[src/design/ewh_ram.sv]
`timescale 1ns / 1ps
// ----------------------------------------------------------------------------
// Generic single-port-write RAM
// One write port, one read port with registered read data.
// ----------------------------------------------------------------------------
module ewh_ram #(
   parameter int WIDTH = 32,
   parameter int DEPTH = 64,
   localparam int AW   = (DEPTH > 1) ? $clog2(DEPTH) : 1
) (
   input  logic             clock,
   input  logic             wr_en,
   input  logic [AW-1:0]    wr_addr,
   input  logic [WIDTH-1:0] wr_data,
   input  logic             rd_en,
   input  logic [AW-1:0]    rd_addr,
   output logic [WIDTH-1:0] rd_data
);

   logic [WIDTH-1:0] mem_ff [DEPTH];
   logic [WIDTH-1:0] rd_data_ff;

   always_ff @(posedge clock) begin
      if (wr_en) begin
         mem_ff[wr_addr] <= wr_data;
      end
      if (rd_en) begin
         rd_data_ff <= mem_ff[rd_addr];
      end
   end

   assign rd_data = rd_data_ff;

endmodule

[config.mk]
export PLATFORM = sky130hd
export DESIGN_NAME = ewh_ram
export DESIGN_NICKNAME = d
export VERILOG_FILES = /design/src/design/ewh_ram.sv
export SDC_FILE = /design/constraint.sdc
export NUM_CORES = 2
export LEC_CHECK = 0
export BUFFER_PORTS_ARGS = -buffer_cell sky130_fd_sc_hd__buf_2
export CORE_MARGIN = 2
export CORE_UTILIZATION = 40
export CTS_BUF_LIST = sky130_fd_sc_hd__clkbuf_8
export DETAILED_ROUTE_END_ITERATION = 10
export HOLD_SLACK_MARGIN = 0.05
export PLACE_DENSITY_LB_ADDON = 0.15
export SETUP_SLACK_MARGIN = 0.4
export SYNTH_ARGS = -nofsm -noshare
export SYNTH_HDL_FRONTEND = slang
export SYNTH_SLANG_ARGS = --single-unit
[constraint.sdc]
create_clock -name clock -period 4.68 [get_ports clock]
set_input_delay 0.468 -clock clock [delete_from_list [all_inputs] [get_ports clock]]
set_output_delay 0.468 -clock clock [all_outputs]
set_load 0.01 [all_outputs]
# Yosys cells after proc, flatten, opt, wreduce, memory -nomap -nowiden
# Memory sizes are Yosys's and may differ from the RTL's. A register that Yosys moved wholly into a read port is not among the register bits.
# Index checks and enable logic that the tools add are counted.
dict set report word_totals {
  out_inout_bits 32
  regBits 0
  ram_bits 2048
  wordCells 3
  n_memories 1
  input_bits 47
}
dict set report classes {
  n_mux 2
}
# name depth width read_ports rd_ports_with_merged_regs write_ports line
set memory_table {}
lappend memory_table {mem_ff 64 32 1 1 1 20} ;# logic [WIDTH-1:0] mem_ff [DEPTH];
# cell n
set op_table {}
lappend op_table {{$mux 1} 2}

# Logic depth before layout (Yosys ltp)
dict set report logic_depth {
  depth_word 2
  ltp_mapped 10
  ltp_nobuf 5
}

# Least setup slack after synthesis
# Ideal clock, no wire load.
dict set report synth_timing {
  path_kind {input -> register}
  from {input wr_addr[3]}
  to {memory mem_ff[48][0], enable pin}
  setup_slack_ns 1.052
  setup_time_ns 0.461
  t_arrival_ns 3.167
  path_stages 4
  required_time_ns 4.219
  n_path_buf 1
  path_cell_list {clkbuf_1 > nor2b_1 > nand4b_1 > nor3_1}
}
# element line
set synth_rtl {}
lappend synth_rtl {{from (decl)} 13} ;# input logic [AW-1:0] wr_addr,
lappend synth_rtl {{to (decl)} 20}
# No word-level cell before the write port.

==> impl_metrics.tcl <==
set metrics [dict create \
    worstHoldPathType "input port to flop" \
    firstDrtPassIters 5 \
    die_w_um 448 \
    final_area_um2 90300 \
    multiInputGateArea_um2 16000 \
    power_frac_seq_pct 55.7 \
    syn-cell-area_um2 78800 \
    pwr_density_cell_nw_per_um2 413 \
    synth_seq_cells 2080 \
    path_cells "buf_8 -> buf_12 -> buf_4 -> mux4_2 -> o221ai_1 -> a21oi_1 -> a21oi_1 -> nor2_1" \
    max_cap_viol_count 0 \
    setup.worst_path.class "input port to flop" \
    synth_top_area_share_pct 79.2 \
    finalHoldViolCount 0 \
    die_y_um 448 \
    cp_max_fo 35 \
    cts_setup_buffers 0 \
    numPortBuffers 78 \
    p_int_w 0.0287 \
    die_area_um2 201000 \
    io_pins 79 \
    critPathSlowestCell "a21oi_1" \
    yosysSeqAreaShare_pct 79.2 \
    cp.required_ns 5.46 \
    core_um2 195000 \
    grt_max_degree 65 \
    final.setup.tns_ns 0 \
    crit_arrival_ns 3.59 \
    fin_skew_ns 0.0569 \
    finalPower_w 0.0373 \
    antenna_found_initial 29 \
    vdd_drop_max_mv 0.211 \
    wl_met1_um 95200 \
    endpoint_kind "flop" \
    switching_share_pct 23.1 \
    clock_path_buffers 4 \
    combPwrFrac_pct 5.6 \
    via_per_inst 5.70 \
    seqCellArea_um2 62500 \
    p_sw_w 0.00860 \
    cts-buffers-inserted 355 \
    ff2ff_setup_slack_ns 2.10 \
    period_share_pct 60.0 \
    synth.largest_area_cell "edfxtp_1" \
    num_vias 38100 \
    route.met2.wl_um 110000 \
    rows 162 \
    syn_inst 3324 \
    start_util_pct 40.3 \
    grt_pass1_wl_um 312000 \
    p_clk_share_pct 38.7 \
    drtIter0Drc 4822 \
    async_reset_ff_share_pct 0 \
    route.met3.wl_um 14800 \
    min_period_ns 2.81 \
    max_slew_margin_pct 27.9 \
    max_freq_mhz 356 \
    gp_congestion 0.795 \
    max_stage_delay_ns 0.76 \
    ys_types 33 \
    syn_nets 3371 \
    clk_latency_ns 1.06 \
    tightest_slew_ns 1.08 \
    clock-sinks 2080 \
    leakagePower_nw 28.5 \
    nNetsFinal 3852 \
    rsz0062_at_grt "no" \
    placed_cell_area_um2 84000 \
    area_growth_pct 14.5 \
    gr-usage-all-layers_pct 22.6 \
    outcome "finished clean" \
    yosysWarningCount 0 \
    cts_root_buffer "clkbuf_8" \
    crit_top_cell "a21oi_1" \
    grt_pass1_vias 39100 \
    cts_tree "built" \
    overflow 0 \
    clk_transition_reported_paths_ns 0.06 \
    htree_levels 5 \
    fillers 16400 \
    drt-total-wl_um 226000 \
    synth.area.top_cells "edfxtp_1 (79%), mux4_2 (16%), mux2i_1 (1.2%)" \
    avgSynthCellArea_um2 23.7 \
    wl_per_cell_um 33.7 \
    drive_above_1_share_pct 32.6 \
    top_layer "met4" \
    hpwl_um 131000 \
    synth_edf_count 2080 \
    drc 0 \
    maxSlewViolCount 0 \
    ys.flop_type "edfxtp_1" \
    final-setup-viol-count 0 \
    ant_nets 0 \
    start_kind "input port" \
]
## power groups by stage
stage / clock [W] / combinational [W] / sequential, W
after floorplan: 0 / 0.00100 / 0.0211
after global placement: 0 / 0.00210 / 0.0212
after detailed placement: 0 / 0.00211 / 0.0212
after CTS: 0.0148 / 0.00212 / 0.0208
after global routing: 0.0156 / 0.00218 / 0.0208
final: 0.0144 / 0.00208 / 0.0208
## final cells by class
class | instances | share of cell area [%]
Sequential cell | 2080 | 69.2
Multi-Input combinational cell | 1062 | 17.7
Clock buffer | 361 | 5.51
Tap cell | 2624 | 3.64
Timing Repair Buffer | 306 | 2.72
Clock inverter | 242 | 1.19
Antenna cell | 15 | 0.0416
## final timing paths
path | cells after the start | to | startpoint
min | 2 | mem_ff[22][12] | wr_data[12]
min reg2reg | 4 | rd_data[8] | mem_ff[28][8]
max reg2reg | 6 | rd_data[8] | mem_ff[39][8]
max | 8 | rd_data[28] | rd_addr[0]
## metrics by stage
step | hold slack, ns | utilization [%] | setup slack [ns] | instances
after floorplan | 0.567 | - | 1.05 | 3324
after global placement | 0.834 | 43.0 | 0.765 | 6059
after detailed placement | 0.854 | 43.0 | 0.798 | 6059
after CTS | 0.0637 | 46.2 | 1.93 | 6675
after global routing | 0.0606 | 46.2 | 1.66 | 6684
final | 0.109 | 46.2 | 1.87 | 6690
## sequential cells by signal, indices dropped and copies added, names as in the netlist
name and count:
mem_ff 2048, rd_data 32
## cell families (layout without fill, tap and decap cells)
logic type             Yosys count  count (layout)  synth area share [%]
DFF                           2080            2080                  79.2
muxes                          637             637                  16.7
and+or+nand+nor                223             223                  1.26
AOI/OAI and AO/OA              202             202                  1.67
buffers and inverters          182             909                  1.12
other                            0              15                     0
## layout by cell type, fill, tap and decap left out, types with 3 or more instances in the layout
| master | count |
|---|---|
| a21oi_1 | 62 |
| buf_2 | 74 |
| clkinv_2 | 38 |
| dlygate4sd3_1 | 13 |
| nor2_1 | 75 |
| nand3_1 | 5 |
| diode_2 | 15 |
| a311oi_1 | 8 |
| nor3_1 | 5 |
| or3b_2 | 3 |
| mux4_2 | 544 |
| inv_1 | 116 |
| and3_1 | 4 |
| o221ai_1 | 27 |
| nor2_4 | 62 |
| nand2b_1 | 7 |
| mux2i_1 | 93 |
| nand3b_1 | 5 |
| clkbuf_8 | 361 |
| o32ai_1 | 4 |
| buf_4 | 192 |
| buf_12 | 23 |
| a41o_1 | 4 |
| edfxtp_1 | 2080 |
| or3_1 | 3 |
| a22oi_1 | 12 |
| clkinv_1 | 74 |
| o22ai_1 | 84 |
| nor2b_1 | 15 |
| bufinv_16 | 3 |
| buf_8 | 3 |
| clkinvlp_4 | 9 |
| nand2_1 | 26 |
## repair_timing
item                      CTS  global route
gates resized for setup     0             0
hold buffers               13             0
hold endpoints to repair  269             0
## layer usage
layer	track usage [%]	vias up
met5	0	-
met4	6.77	0
met3	3.87	346
met2	36.4	1516
met1	31.7	20900
li1	-	15300
## synthesized netlist by cell type (15+ instances only)
cell type,number
edfxtp_1,2080
mux4_2,544
nor2_1,137
mux2i_1,93
o22ai_1,84
clkbuf_1,74
a21oi_1,62
buf_2,57
o221ai_1,27
nand2_1,26
buf_4,25
buf_1,21
nor2b_1,15
## worst max-delay path, delay by kind of cell
| family | cells | cell delay, ns |
|---|---|---|
| AO/OA/AOI/OAI | 3 | 1.30 |
| buffers and inverters | 3 | 1.07 |
| multiplexers | 1 | 0.52 |
| AND/OR/NAND/NOR | 1 | 0.10 |
Note: power is estimated with default switching activity, not from simulation.
