$ cat config.mk
export PLATFORM = sky130hd
export DESIGN_NAME = ewh_mul
export DESIGN_NICKNAME = d
export VERILOG_FILES = /design/src/design/ewh_pkg.sv /design/src/design/ewh_mul.sv
export SDC_FILE = /design/constraint.sdc
export NUM_CORES = 2
export LEC_CHECK = 0
export ABC_AREA = 0
export CORE_ASPECT_RATIO = 1.2
export CORE_MARGIN = 2
export CORE_UTILIZATION = 50
export CTS_CLUSTER_DIAMETER = 30
export DETAILED_ROUTE_END_ITERATION = 8
export DONT_BUFFER_PORTS = 1
export PLACE_DENSITY_LB_ADDON = 0.3
export SETUP_SLACK_MARGIN = 0.5
export SLEW_MARGIN = 10
export SYNTH_ARGS = -nofsm -noshare
export SYNTH_HDL_FRONTEND = slang
export SYNTH_SLANG_ARGS = --single-unit
$ cat constraint.sdc
create_clock -name clock -period 7.2 [get_ports clock]
set_input_delay 0.72 -clock clock [delete_from_list [all_inputs] [get_ports clock]]
set_output_delay 0.72 -clock clock [all_outputs]
set_load 0.05 [all_outputs]
$ cat src/design/ewh_pkg.sv
`timescale 1ns / 1ps
// ----------------------------------------------------------------------------
// Equal-width histogram package
// Field widths, register codes, reset values and the configuration struct.
// ----------------------------------------------------------------------------
package ewh_pkg;

   localparam int MAX_CLASSES_DEF = 64;

   localparam int VALUE_W = 32;
   localparam int WIDTH_W = 31;
   localparam int NCLS_W  = 7;
   localparam int COUNT_W = 32;
   localparam int INDEX_W = 6;
   localparam int CSR_IDX_W  = 4;
   localparam int CSR_DATA_W = 32;
   localparam int SQUARE_W   = 64;

   // register indexes on the configuration port
   localparam logic [CSR_IDX_W-1:0] CSR_MIN_VALUE   = 4'd0;
   localparam logic [CSR_IDX_W-1:0] CSR_CLASS_WIDTH = 4'd1;
   localparam logic [CSR_IDX_W-1:0] CSR_NUM_CLASSES = 4'd2;
   localparam logic [CSR_IDX_W-1:0] CSR_LENGTH_MODE = 4'd3;

   // operation codes on the sample channel
   localparam logic OP_ADD   = 1'b0;
   localparam logic OP_FLUSH = 1'b1;

   localparam logic signed [VALUE_W-1:0] MIN_VALUE_RST   = 32'sd0;
   localparam logic [WIDTH_W-1:0]        CLASS_WIDTH_RST = 31'd65536;
   localparam logic [NCLS_W-1:0]         NUM_CLASSES_RST = 7'd10;

   localparam logic [COUNT_W-1:0] COUNT_MAX = '1;

   typedef struct packed {
      logic signed [VALUE_W-1:0] min_value;
      logic [WIDTH_W-1:0]        class_width;
      logic [NCLS_W-1:0]         num_classes;
      logic                      length_mode;
   } cfg_type;

endpackage

$ cat src/design/ewh_mul.sv
`timescale 1ns / 1ps
// ----------------------------------------------------------------------------
// Shared squaring unit
// Registered 32 x 32 unsigned square, used for components and class edges.
// ----------------------------------------------------------------------------
module ewh_mul (
   input  logic                                clock,
   input  logic                                en,
   input  logic [ewh_pkg::VALUE_W-1:0]         operand,
   output logic [ewh_pkg::SQUARE_W-1:0]        product
);

   logic [ewh_pkg::SQUARE_W-1:0] product_ff;

   // hold the last product until the next issue
   always_ff @(posedge clock) begin
      if (en) begin
         product_ff <= ewh_pkg::SQUARE_W'(operand) * ewh_pkg::SQUARE_W'(operand);
      end
   end

   assign product = product_ff;

endmodule

After elaboration in Yosys (flattened, before gate mapping)
Cells that the tools add are included.

operators by class
  multipliers = 1

operator list
  operator        count
  $mul 32x32->64  1

storage, ports and cells
  bits in registers = 64
  input bits = 34
  output and inout bits = 64
  logic and storage cells = 2

Logic depth before layout (Yosys ltp)
  depth in word-level cells = 1
  gate-level depth with buffers = 29
  gate-level depth less buffers = 26

Least setup slack after synthesis
No wires, ideal clock.

  kind = input -> register
  start = input operand[7] (netlist bit)
  end = register product_ff, in the netlist product[57], data pin
  data arrival time = 7476 ps
  path slack = -538 ps
  cell stages on the path = 27
  path through = clkbuf_1 > clkbuf_1 > nand2_1 > fa_1 > inv_1 > fa_1 > fa_1 > inv_1 > fa_1 > inv_1 > fa_1 > inv_1 > fa_1 > inv_1 > fa_1 > fa_1 > ha_1 > buf_4 > a21oi_1 > nor2_1 > nor4b_1 > a211oi_2 > a31oi_1 > o2111ai_1 > nand2_1 > o21ai_1 > xor2_1

on the way
  word-level cells in the longest chain between the ends = 1

ends and longest elaborated chain
  what                    line           text
  start: declaration      ewh_mul.sv:9   input logic [ewh_pkg::VALUE_W-1:0] operand,
  $mul 32x32->64          ewh_mul.sv:18  product_ff <= ewh_pkg::SQUARE_W'(operand) * ewh_pkg::SQUARE_W'(operand);
  end signal: assignment  ewh_mul.sv:18
  end: declaration        ewh_mul.sv:13  logic [ewh_pkg::SQUARE_W-1:0] product_ff;

Every way passes these cells.
A chain may end at the register's enable or synchronous reset.

Worst setup path in the final report
  start = input operand[11] (netlist bit)
  end = register product_ff, in the netlist product[61], data pin

Same word-level chain as after synthesis.

==> Flow_metrics.wiki <==
{| class="wikitable"
! Metric !! Value
|-
| Peak fanout along the critical path || 33
|-
| CTS Buffer Depth || 2
|-
| Status || complete, no violations
|-
| Warning count from the yosys run || 0
|-
| Area inside the core boundary || 63060 sq um
|-
| Longest individual stage delay on the worst path || 0.57 ns
|-
| First-pass GRT wire length || 134900 microns
|-
| Synthesized area per cell || 9.630 sq um
|-
| Post-synthesis cell type count || between 70 and 80
|-
| Part of the Yosys area used for sequential elements || 0.05957
|-
| Chip height || between 200 and 300 microns
|-
| DP HPWL || between 60000 and 70000 microns
|-
| Number of top-level pins || 98
|-
| Count leader, synth || inv_1
|-
| CTS H-tree lvls || 3
|-
| Share of the clock period used by the worst path || 0.9702
|-
| Area added between synthesis and finish || 15.29%
|-
| Clock input transition at the sequential cells of the worst setup and hold paths || about 0.060 ns
|-
| Post-synth top area share || 0.4992
|-
| Grt total ovfl || 0
|-
| Slew @ Worst Pin || between 0.7 and 0.8 ns
|-
| Data required time at the worst endpoint || 7.30 ns
|-
| Final instance count without filler cells || 4326
|-
| Number of antenna violations at the first check in global routing || 1
|-
| Root buffer selected by CTS || clkbuf_16
|-
| Ranking of synthesized cells by area || fa_1, ha_1, inv_1
|-
| Iteration-0 DRC Markers || 1061
|-
| Final Max Slew Viols || 0
|-
| Effective utilization at floorplan || 0.5037
|-
| Antenna viol nets, final || 0
|-
| Via count normalized by instance count || 5.227
|-
| Async set-reset flop share out of synthesis || 0
|-
| Final hold violations || 0
|-
| Number of diodes || 0
|-
| Floorplan die area || about 66000 sq um
|-
| CP most frequent cell || fa_1
|-
| Sinks on Clock Net || 63
|-
| TritonCTS clock tree || built
|-
| Number of vias after detailed routing || approximately 23k
|-
| Die Width || roughly 230 microns
|-
| Gate family responsible for the most delay along the worst path || adder cells
|-
| Top cells by count, synth || inv_1, fa_1, ha_1, nand2_1, and2_1
|-
| Weighted congestion at the end of routability-driven global placement || 0.9088
|-
| Unrepaired setup endpoints after global routing || true
|-
| Critical path start-end classification || in -> reg
|-
| Number of clock buffers inserted by TritonCTS || 9
|-
| DRC violation count after routing || 0
|-
| Fraction of final layout cells with drive strength greater than 1 || 0.1916
|-
| Post-route core utilization || 0.5807
|-
| Rows || 101
|-
| Post-synthesis instance total || 3298
|-
| Total stage count of the critical path || 24
|-
| First-pass DRT Iterations || 5
|-
| Largest register FFs || 63
|-
| Count of hold-fix buffers inserted at cts || 0
|-
| IO Port Bufs || 0
|-
| Final net count || 4623
|-
| Worst path arrival time || 7.08 ns
|-
| Number of synthesized flops with an enable pin || 63
|-
| Kind of start point of the critical path || input pin
|-
| Net count of the mapped netlist || 4423
|-
| Pin count of the biggest net entering global routing || 64
|-
| Max capacitance violation total || 0
|-
| Highest-delay cell along the critical path || fa_1
|-
| WHS Path Cells || 0
|-
| Total Routed Length || 84550 microns
|-
| Clock period minus worst slack || 6.985 ns
|-
| Ordered cell list for the critical path || and2_4 > fa_1 > inv_2 > fa_1 > inv_2 > fa_1 > fa_2 > fa_1 > fa_1 > fa_1 > inv_1 > fa_1 > inv_2 > ha_4 > buf_6 > nand4_1 > nor2_2 > a2bb2oi_2 > o21ai_2 > a31oi_4 > o2111ai_2 > nand2_2 > o31ai_2 > xor2_1
|-
| Routed length per placed instance || 19.54 microns
|-
| Top cell type by total area after synthesis || fa_1
|-
| Final setup fails || 0
|-
| Highest clock rate || ~140 MHz
|-
| Crit end category || flip-flop
|-
| Setup total negative slack || 0 ns
|-
| Relative max-transition margin || 0.5021
|-
| Cell Count Post-Placement || 4271
|-
| Number of synthesized register bits || 63
|-
| Total global routing track utilization || 0.2709
|-
| Buffers & Inverters on Critical Path || 5
|-
| Combined area of all synthesized cells || approximately 32000 sq um
|-
| Via count of the first global-routing pass || about 26k
|-
| Hold/Removal Path Class || in -> reg
|-
| Commonest register cell after synthesis || edfxtp_1
|}
cells in the final DEF (no fill, tap or decap), types with 7 or more instances in the layout:
| cell | Yosys | final |
|---|---|---|
| fa_1 | 792 | 745 |
| o21ai_2 | 2 | 10 |
| fa_2 | 0 | 47 |
| nor2_4 | 0 | 9 |
| a21oi_1 | 77 | 53 |
| nor2_2 | 1 | 14 |
| a31oi_1 | 16 | 9 |
| nand2b_1 | 7 | 7 |
| ha_4 | 0 | 37 |
| nand3_1 | 14 | 13 |
| clkinvlp_4 | 0 | 8 |
| and2_1 | 244 | 225 |
| nor3_1 | 11 | 7 |
| buf_4 | 2 | 293 |
| o21ai_0 | 31 | 18 |
| a21o_1 | 35 | 35 |
| nand2_2 | 1 | 30 |
| nand4_1 | 18 | 18 |
| a21oi_2 | 2 | 15 |
| o21bai_1 | 15 | 13 |
| xnor2_1 | 53 | 47 |
| and2_4 | 0 | 19 |
| inv_1 | 971 | 926 |
| clkbuf_16 | 0 | 9 |
| a31o_2 | 15 | 14 |
| inv_2 | 0 | 38 |
| a21oi_4 | 0 | 11 |
| nand2_1 | 283 | 246 |
| edfxtp_1 | 63 | 63 |
| buf_6 | 0 | 31 |
| nor2b_1 | 15 | 13 |
| nor2_1 | 60 | 38 |
| o21ai_1 | 10 | 13 |
| ha_1 | 299 | 258 |
| xor2_1 | 49 | 48 |
routing by layer:
layer / GRT usage / routed length [microns] / up-vias
li1: - / - / 10068
met1: 0.2997 / 29230 / 11712
met2: 0.5124 / 46920 / 610
met3: 0.03222 / 3694 / 222
met4: 0.1222 / 4711 / 0
met5: 0 / 0 / -
cells by family (layout without fill, tap and decap cells):
kind of cell	Yosys count	count (layout)	share of synthesized area
XOR/XNOR	102	102	0.02813
buffers and inverters	1107	1311	0.1315
AND/OR/NAND/NOR	674	674	0.1057
adder cells (fa/ha/maj)	1091	1091	0.6170
multiplexers	3	3	0.0009849
flip-flops	63	63	0.05956
other	1	1	0.0001181
AO/OA/AOI/OAI	257	257	0.05700
through the flow:
step                      hold WS [ns]  area [sq um]  setup slack (ns)
after floorplan                 0.8189         32470          -0.09444
after global placement          0.8219         34690           -0.2746
after detailed placement        0.8220         34690           -0.3460
after CTS                       0.4494         35980            0.2410
after global routing            0.4417         36620          -0.03485
final                           0.4557         36620            0.2147
path summary, 6_finish.rpt:
| kind | startpoint | endpoint |
|---|---|---|
| max | operand[11] | product[61]$_DFFE_PP_ |
| min | operand[0] | product[0]$_DFFE_PP_ |
final cells by class:
cell class              instances  area [sq um]
inverters                     971          3671
clock inverters                 4         47.55
well taps                     824          1031
repair buffers                325          2569
fillers                      5342         26440
flip-flops and latches         63          1892
multi-input cells            2128         27170
clock buffers                  11         232.7
timing repair:
item	CTS	global route
setup buffers	26	14
endpoints found under the setup margin	36	37
resized for setup	179	127
pin swaps	126	136
Power is not shown: default switching activity piles up to over one toggle a cycle in this logic, so the estimate is an artifact.
