### src/design/ewh_pkg.sv
`timescale 1ns / 1ps
// ----------------------------------------------------------------------------
// Equal-width histogram package
// Field widths, register codes, reset values and the configuration struct.
// ----------------------------------------------------------------------------
package ewh_pkg;

   localparam int MAX_CLASSES_DEF = 64;

   localparam int VALUE_W = 32;
   localparam int WIDTH_W = 31;
   localparam int NCLS_W  = 7;
   localparam int COUNT_W = 32;
   localparam int INDEX_W = 6;
   localparam int CSR_IDX_W  = 4;
   localparam int CSR_DATA_W = 32;
   localparam int SQUARE_W   = 64;

   // register indexes on the configuration port
   localparam logic [CSR_IDX_W-1:0] CSR_MIN_VALUE   = 4'd0;
   localparam logic [CSR_IDX_W-1:0] CSR_CLASS_WIDTH = 4'd1;
   localparam logic [CSR_IDX_W-1:0] CSR_NUM_CLASSES = 4'd2;
   localparam logic [CSR_IDX_W-1:0] CSR_LENGTH_MODE = 4'd3;

   // operation codes on the sample channel
   localparam logic OP_ADD   = 1'b0;
   localparam logic OP_FLUSH = 1'b1;

   localparam logic signed [VALUE_W-1:0] MIN_VALUE_RST   = 32'sd0;
   localparam logic [WIDTH_W-1:0]        CLASS_WIDTH_RST = 31'd65536;
   localparam logic [NCLS_W-1:0]         NUM_CLASSES_RST = 7'd10;

   localparam logic [COUNT_W-1:0] COUNT_MAX = '1;

   typedef struct packed {
      logic signed [VALUE_W-1:0] min_value;
      logic [WIDTH_W-1:0]        class_width;
      logic [NCLS_W-1:0]         num_classes;
      logic                      length_mode;
   } cfg_type;

endpackage

### src/design/ewh_channels.sv


interface ewh_csr_if;
   logic                                valid;
   logic                                ready;
   logic [ewh_pkg::CSR_IDX_W-1:0]       index;
   logic [ewh_pkg::CSR_DATA_W-1:0]      data;

   modport source (output valid, index, data, input ready);
   modport sink   (input valid, index, data, output ready);
endinterface

### src/design/ewh_csr.sv
`timescale 1ns / 1ps
// ----------------------------------------------------------------------------
// Equal-width histogram register file
// Holds the class layout and mode, written through the register channel.
// ----------------------------------------------------------------------------
module ewh_csr (
   input  logic              clock,
   input  logic              reset,
   ewh_csr_if.sink           csr_chan,
   output ewh_pkg::cfg_type  cfg
);

   ewh_pkg::cfg_type cfg_ff;

   assign csr_chan.ready = 1'b1;

   always_ff @(posedge clock) begin
      if (reset) begin
         cfg_ff.min_value   <= ewh_pkg::MIN_VALUE_RST;
         cfg_ff.class_width <= ewh_pkg::CLASS_WIDTH_RST;
         cfg_ff.num_classes <= ewh_pkg::NUM_CLASSES_RST;
         cfg_ff.length_mode <= 1'b0;
      end else if (csr_chan.valid) begin
         case (csr_chan.index)
            ewh_pkg::CSR_MIN_VALUE: begin
               cfg_ff.min_value <= $signed(csr_chan.data[ewh_pkg::VALUE_W-1:0]);
            end
            ewh_pkg::CSR_CLASS_WIDTH: begin
               cfg_ff.class_width <= csr_chan.data[ewh_pkg::WIDTH_W-1:0];
            end
            ewh_pkg::CSR_NUM_CLASSES: begin
               cfg_ff.num_classes <= csr_chan.data[ewh_pkg::NCLS_W-1:0];
            end
            ewh_pkg::CSR_LENGTH_MODE: begin
               cfg_ff.length_mode <= csr_chan.data[0];
            end
            default: begin
               // drop writes to unused indexes
            end
         endcase
      end
   end

   assign cfg = cfg_ff;

endmodule

### src/flat_wrapper.sv
// flat-port wrapper written by rule: the top's interface ports become plain ports
module ewh_csr_flat 
  (clock, reset, cfg, csr_chan_valid, csr_chan_index, csr_chan_data, csr_chan_ready);
  ewh_csr_if csr_chan_i ();
  input  logic clock;
  input  logic reset;
  output ewh_pkg::cfg_type cfg;
  input wire logic [$bits(csr_chan_i.valid)-1:0] csr_chan_valid;
  input wire logic [$bits(csr_chan_i.index)-1:0] csr_chan_index;
  input wire logic [$bits(csr_chan_i.data)-1:0] csr_chan_data;
  output wire logic [$bits(csr_chan_i.ready)-1:0] csr_chan_ready;
  assign csr_chan_i.valid = csr_chan_valid;
  assign csr_chan_i.index = csr_chan_index;
  assign csr_chan_i.data = csr_chan_data;
  assign csr_chan_ready = csr_chan_i.ready;
  ewh_csr u_core (.clock(clock), .reset(reset), .csr_chan(csr_chan_i), .cfg(cfg));
endmodule
### config.mk
export PLATFORM = sky130hd
export DESIGN_NAME = ewh_csr_flat
export DESIGN_NICKNAME = d
export VERILOG_FILES = /design/src/design/ewh_pkg.sv /design/src/design/ewh_channels.sv /design/src/design/ewh_csr.sv /design/src/flat_wrapper.sv
export SDC_FILE = /design/constraint.sdc
export NUM_CORES = 1
export LEC_CHECK = 0
export ABC_AREA = 0
export BUFFER_PORTS_ARGS = -buffer_cell sky130_fd_sc_hd__buf_4
export CAP_MARGIN = 10
export CORE_ASPECT_RATIO = 1.5
export CORE_MARGIN = 8
export CORE_UTILIZATION = 45
export CTS_BUF_LIST = sky130_fd_sc_hd__clkbuf_16
export DETAILED_ROUTE_END_ITERATION = 10
export PLACE_DENSITY_LB_ADDON = 0.25
export SLEW_MARGIN = 0
export SYNTH_ARGS = -nofsm -noshare
export SYNTH_HDL_FRONTEND = slang
export SYNTH_SLANG_ARGS = --single-unit
export TNS_END_PERCENT = 30
### constraint.sdc
create_clock -name clock -period 1.4 [get_ports clock]
set_clock_uncertainty 0.05 [all_clocks]
set_input_delay 0.28 -clock clock [delete_from_list [all_inputs] [get_ports clock]]
set_output_delay 0.28 -clock clock [all_outputs]
set_load 0.005 [all_outputs]
==> Word-level counts from Yosys, hierarchy flattened <==
Cells that the tools add are included.
{ "totals": {"output_inout_bits": 72, "mem_bits_ro": 0, "mem_bits_rw": 0, "memories": 0, "reg_bits": 71, "latchBits": 0} }
{ "op_classes": {"mul": 0, "order_cmp": 0, "n_div": 0, "n_bitwise": 0, "shifts": 0, "eq_ne": 3, "addsub": 0, "n_reduce_logical": 5, "muxes": 0} }
{ "op_table": {"columns": ["operator", "count"], "rows": [
  ["equality test 4 x 2 -> 1 bit (second input constant)", 2],
  ["AND reduction 2 bit", 4],
  ["equality test 4 x 1 -> 1 bit (second input constant)", 1],
  ["logical NOT 4 bit", 1]
]} }

==> Depth between registers and ports, before layout <==
Gate-level depths: netlist of run 1.
{ "depth": {"depth_word": 2, "mapped_depth": 6, "mapped_depth_nobuf": 3} }

==> Worst setup path after synthesis of run 1 <==
No wires, ideal clock.
{ "synth_timing": {"path_type": "input-to-reg", "from": "input port csr_chan_index[0]", "to": "register u_core.cfg_ff, in the netlist u_core.cfg[43]", "arrival_time_ns": 1.121, "slack_ns": 0.157, "setup_ns": 0.072, "stages": 5, "t_required_ns": 1.278, "path_cell_list": "nor3_4 and2_4 buf_8 buf_12 mux2i_1"} }
{ "synth_via": {"elab_chain_cells": 2} }
{ "synth_lines": {"columns": ["item", "line", "text"], "rows": [
  ["start: declaration", "flat_wrapper.sv:9", "input wire logic [$bits(csr_chan_i.index)-1:0] csr_chan_index;"],
  ["logical NOT 4 bit", "ewh_csr.sv:24", "case (csr_chan.index)"],
  ["AND reduction 2 bit (no source line)", null, null],
  ["end: declaration", "ewh_csr.sv:13", "ewh_pkg::cfg_type cfg_ff;"]
]} }
No other way between the ends.
A chain may end at the register's enable or synchronous reset.

==> Worst setup path after layout of run 1 <==
{ "layout_timing": {"from": "register u_core.cfg_ff, in the netlist u_core.cfg[3]", "to": "output port cfg[3] (netlist name)"} }
{ "layout_rtl": {"columns": ["item", "line", "text"], "rows": [
  ["end: declaration", "flat_wrapper.sv:7", "output ewh_pkg::cfg_type cfg;"]
]} }
No word-level cell between the ends.

==> metrics.md, run 1 <==
| Metric | Value |
|---|---|
| Die width | 82.6 µm |
| Largest area contributor in the netlist | dfxtp_1 |
| Nets | 426 |
| Sequential share of the synthesized area | 47.5% |
| Post-Syn Area per Cell | 10.8 µm² |
| Critical path fanouts, max | 2 |
| Die ar. | 9570 µm² |
| First-pass GRT wire length | 11200 µm |
| RR Startpoint | u_core.cfg[4] |
| Multi-input logic area | 1430 µm² |
| Hold path startpoint | csr_chan_data[1] |
| Critical path's top delay family | flip-flops |
| Clock root buffer | clkbuf_16 |
| FILL cells | 559 |
| Clock tree buffer depth | 2 |
| Final core occ | 63.9% |
| Fmax | roughly 880 MHz |
| Worst Setup End Kind | output pin |
| Max FFs per register | slightly above 70 |
| Syn Nets | 316 |
| Number of cells on the critical path | 1 |
| Synth unique cells | 20 |
| RSZ-0062 raised after global routing | false |
| Syn Std Cell Area | 2990 µm² |
| Seq cells post-synth | 71 |
| Synth warnings | 0 |
| Final worst path period share | 80.8% |
| DP HPWL | 5360 µm |
| Routability cong. | 0.753 |
| Final instance area | 4150 µm² |
| DRC | 0 |
| Worst path required time | about 1.1 ns |
| Largest net degree at the start of global routing | 49 |
| Iter 0 DRT Violations | 82 |
| Clock buffer count from CTS | 9 |
| Max IR drop VDD | 0.698 mV |
| Gr ovfl total | 0 |
| CP Launch Type | flip-flop |
| Port buffer count | around 110 |
| Hold Crit Depth | 3 |
| ANT nets after route | 0 |
| Sequential Area | 1420 µm² |
| Clock slew at reported path FFs | roughly 0.05 ns |
| Crit-path cells | buf_4 |
| PwrDens | about 1000 nW/µm² |
| Syn Inst Count | 277 |
| Postcts setup bufs | 0 |
| Clock sink count | 71 |
| CTS tree | yes |
| Total chip power | 0.00427 W |
| Layout area overhead | 38.6% |
| Crit path arrival time | 0.80 ns |
| Layout cells sized above 1 | between 30% and 40% |
| Antenna violations before repair | 0 |
| Share of the synthesized area in the top cell type | 47.5% |
| Core area | 6490 µm² |
| Max cap viols | 0 |
| Total negative setup slack | 0 ns |
| Antenna cells | 0 |
| Setup violators final | 0 |
| Vias in the first global route | 2333 |
| Worst path slowest cell | dfxtp_1 |
| DR WL/cell | 15.0 µm |
| Clk Latency, worst-skew pair | 0.31 ns |
| Post-cts sizing count | 0 |
| R2R cell count | 2 |
| CP peak stage delay | roughly 0.36 ns |
| Vias | 2225 |
| Starting Density | 46.1% |
| Slew Viols, Final | 0 |
| Final WL | 7020 µm |
| Outcome | completed |
| Die Y | between 100 and 150 µm |
| Vias/cell | 4.75 |
| Hold Path Class | primary input to flip-flop |
| DP Area | 3900 µm² |
| Top post-synthesis cells by area | dfxtp_1, mux2i_1, nand2b_1, clkbuf_1, buf_12 |
| IO Count | 111 |
| Hold WS | 0.188 ns |
| Total track usage | between 10% and 20% |
| Crit. Startpoint | u_core.cfg[3] |
| CTS Hold Buffers Added | 0 |
| Lkg Pwr | 1.98 nW |
| Buffers plus inverters on the worst setup path | 1 |
| H-tree depth | 3 |
| Pre-Repair DR Iteration Count | 4 |
| Hold Fails Final Rpt | 0 |
| WS Path Type | flip-flop to output pin |
| Final Critical Period | 1.13 ns |
| Row count | 36 |
==> power breakdown <==
group | total, W | switching, W | internal (W) | leakage [nW]
registers | 0.00206 | 0.0000149 | 0.00205 | 0.573
logic | 0.000329 | 0.000132 | 0.000197 | 1.26
clock network | 0.00188 | 0.000729 | 0.00115 | 0.141
total | 0.00427 | 0.000876 | 0.00340 | 1.98
==> area by class of cell <==
type,count,share of cell area [%]
Timing Repair Buffer,118,22.9
Clock inverter,7,0.633
Sequential cell,71,34.3
Clock buffer,9,5.43
Tap cell,76,2.29
Multi-Input combinational cell,187,34.5
==> metrics by stage <==
step                setup WS (ns)  std cells
global route                0.240        468
finish                      0.268        468
global placement           0.0873        452
CTS                         0.251        468
floorplan                   0.157        277
detailed placement         0.0550        452
==> final timing paths <==
path,to,slack [ns]
setup / recovery,cfg[3],0.27
setup reg to reg,u_core.cfg[4],0.72
hold / removal,u_core.cfg[2],0.19
hold reg to reg,u_core.cfg[70],0.42
==> layout by cell type (no fill, tap or decap), types with 2 or more instances in the layout <==
cell       count
dfxtp_1       71
nand3_2        2
clkinv_1       2
nand4b_1       2
buf_4        113
buf_12         5
clkbuf_16      9
nor2_1         7
nand2b_1      98
o21ai_1        2
mux2i_1       69
inv_1          5
==> logic make-up (layout without fill, tap and decap cells) <==
kind of cell    count (synthesis)  count (layout)  share of synthesized area (%)
other cells                     1               1                          0.125
mux                            69              69                           23.1
buf+inv                        19             134                           4.64
compound gates                  2               2                          0.335
flops                          71              71                           47.5
simple gates                  115             115                           24.3
==> cell usage after synthesis <==
cell type	count
nor3_4	1
nor2_1	7
mux2i_1	69
dfxtp_1	71
nand4b_1	2
clkbuf_1	11
and3_1	1
buf_12	2
buf_4	2
nand2_2	1
o21ai_1	2
conb_1	1
nand4_1	1
nand2b_1	98
nor2b_1	1
buf_6	2
buf_8	1
nand3_2	2
and2_4	1
clkbuf_2	1
==> per-layer routing <==
metal | GRT usage [%] | wire (µm) | part of all wire, % | vias to the layer above
met2 | 25.2 | 3640 | 52 | 65
li1 | - | - | - | 1133
met1 | 16.2 | 2690 | 38 | 1016
met5 | 0 | 0 | 0 | -
met4 | 7.05 | 101 | 1.4 | 0
met3 | 4.81 | 583 | 8.3 | 11
No activity file was read; power rests on OpenSTA's default activity.
==> run 2, diff against run 1 <==
ABC_AREA = 1   (was 0)
clock period = 1.2 ns   (was 1.4 ns; I/O delays follow)
==> metrics.md, run 2 <==
| Metric | Value |
|---|---|
| Post-cts sizing count | 0 |
| Multi-input logic area | approximately 1300 µm² |
| Seq cells post-synth | 71 |
| Sw Share | 23.9% |
| Crit. Startpoint | u_core.cfg[45] |
| Clk Latency, worst-skew pair | around 0.32 ns |
| Die Y | 122 µm |
| Pre-Repair DR Iteration Count | 4 |
| Outcome | completed |
| Post-synth EDFFs | 0 |
| Lkg Pwr | 2.37 nW |
| Synth warnings | 0 |
| Largest area contributor in the netlist | dfxtp_1 |
| H-tree depth | 3 |
| Comb pwr share | between 10% and 20% |
| Largest net degree at the start of global routing | between 40 and 50 |
| Post-Syn Area per Cell | about 6.6 µm² |
| Gr ovfl total | 0 |
| DRC | 0 |
| Hold path startpoint | csr_chan_data[3] |
| Antenna violations before repair | 0 |
| Synth Flop Type | dfxtp_1 |
| Max cap viols | 0 |
| Sequential share of the synthesized area | 42.3% |
| Total chip power | between 0.005 and 0.006 W |
| DP HPWL | 6540 µm |
| Fmax | 898 MHz |
| Postcts setup bufs | 0 |
| FILL cells | approximately 700 |
| Critical path's top delay family | flip-flops |
| Clock buffer count from CTS | 9 |
| Hold Path Class | primary input to flip-flop |
| Final worst path period share | 92.7% |
| Reg2reg setup slack | 0.48 ns |
| ANT nets after route | 0 |
| Core area | roughly 7200 µm² |
| DP Area | 4330 µm² |
| Synth top cells by count | inv_1, nand2_1, nor2_1 |
| Slew Viols, Final | 0 |
| Sequential cell fraction of total power | 46.0% |
| CTS tree | yes |
| Nets | 655 |
| Port buffer count | 109 |
| Top post-synthesis cells by area | dfxtp_1, nand4_1, inv_1, nand2_1, nor2_1 |
| Critical path fanouts, max | 2 |
| Iter 0 DRT Violations | 170 |
| Async SR Flop Fraction | 0% |
| Max FFs per register | about 70 |
| Total track usage | 17.6% |
| First-pass GRT wire length | 14900 µm |
| Starting Density | 46.5% |
| Routability cong. | 0.765 |
| Worst path slowest cell | dfxtp_1 |
| Die ar. | 10600 µm² |
| Clock group share of total power | between 40% and 50% |
| Clock root buffer | clkbuf_16 |
| Synth unique cells | 17 |
| RR Startpoint | u_core.cfg[45] |
| Vias in the first global route | 3263 |
| Hold Fails Final Rpt | 0 |
| Internal Power | between 0.004 and 0.005 W |
| Sequential Area | about 1400 µm² |
| Final instance area | 4580 µm² |
| WS Path Type | flip-flop to output pin |
| Setup violators final | 0 |
| Layout area overhead | 36.3% |
| RSZ-0062 raised after global routing | false |
| NetSw | 0.00127 W |
| Total negative setup slack | 0 ns |
| Antenna cells | 0 |
| Row count | 38 |
| Clock slew at reported path FFs | about 0.05 ns |
| Most common cell after layout, fill and taps aside | buf_4 |
| Vias | 3371 |
| Clock tree buffer depth | 2 |
| CTS Hold Buffers Added | 0 |
| CP Launch Type | flip-flop |
| DR WL/cell | approximately 13 µm |
| Vias/cell | 4.68 |
| Layout cells sized above 1 | 23.5% |
| CP peak stage delay | 0.37 ns |
| Max IR drop VDD | 0.919 mV |
| Worst path required time | 0.91 ns |
| Die width | 86.6 µm |
| Worst Setup End Kind | output pin |
| Syn Nets | 551 |
| Final WL | 9010 µm |
| Syn Std Cell Area | 3360 µm² |
| Crit-path cells | buf_4 |
| Buffers plus inverters on the worst setup path | 1 |
| PwrDens | between 1000 and 1500 nW/µm² |
| Clock sink count | 71 |
| Share of the synthesized area in the top cell type | 42.3% |
| IO Count | about 110 |
| Crit path arrival time | ~0.82 ns |
| Most used cells in the layout excluding fill and tap cells | buf_4, inv_1, nand2_1, nor2_1 |
| Final Critical Period | 1.11 ns |
| Syn Inst Count | just over 500 |
[run 2: logic make-up (layout without fill, tap and decap cells)]
| family | count (synthesis) | count (layout) | share of synthesized area (%) |
|---|---|---|---|
| AOI/OAI and AO/OA | 1 | 1 | 0.149 |
| buffers and inverters | 149 | 257 | 18.6 |
| and+or+nand+nor | 290 | 290 | 38.9 |
| DFF | 71 | 71 | 42.3 |
| other | 1 | 1 | 0.112 |
[run 2: path summary, 6_finish.rpt]
check | depth (start not counted) | to
setup / recovery | 1 | cfg[45]
hold / removal | 3 | u_core.cfg[4]
setup reg to reg | 4 | u_core.cfg[45]
hold reg to reg | 2 | u_core.cfg[2]
[run 2: area by class of cell]
| cell class | instances | share of cell area, % |
|---|---|---|
| clock inverter | 6 | 0.492 |
| tap | 100 | 2.73 |
| sequential | 71 | 31.0 |
| clock buffer | 9 | 4.92 |
| multi-input combinational | 292 | 28.8 |
| inverter | 113 | 9.26 |
| timing repair buffer | 129 | 22.8 |
[run 2: power by group through the flow]
stage | registers [W] | clock network, W | logic (W)
final | 0.00244 | 0.00223 | 0.000639
after global routing | 0.00245 | 0.00238 | 0.000712
after CTS | 0.00244 | 0.00228 | 0.000640
after detailed placement | 0.00249 | 0 | 0.000637
after global placement | 0.00249 | 0 | 0.000632
after floorplan | 0.00249 | 0 | 0.000341
[run 2: worst reg2reg max path: cells and delay by family, from the launching register on]
kind	cells	cell delay, ns
buffers and inverters	2	0.08
DFF	1	0.37
and+or+nand+nor	2	0.15
[run 2: metal layers]
metal,vias up,global-route usage (%),routed length (µm)
met5,-,0,0
met4,0,9.74,182
met3,12,4.65,661
met2,113,29.6,4440
met1,1493,19.6,3730
li1,1753,-,-
[run 2: per-stage QoR]
stage	std cells	setup slack [ns]	utilization (%)	hold WS, ns
finish	720	0.0870	63.4	0.154
global route	720	0.0627	63.4	0.165
CTS	720	0.0789	63.4	0.147
detailed placement	705	-0.0885	60.0	0.403
global placement	705	-0.0651	60.0	0.397
floorplan	512	0.128	-	0.362
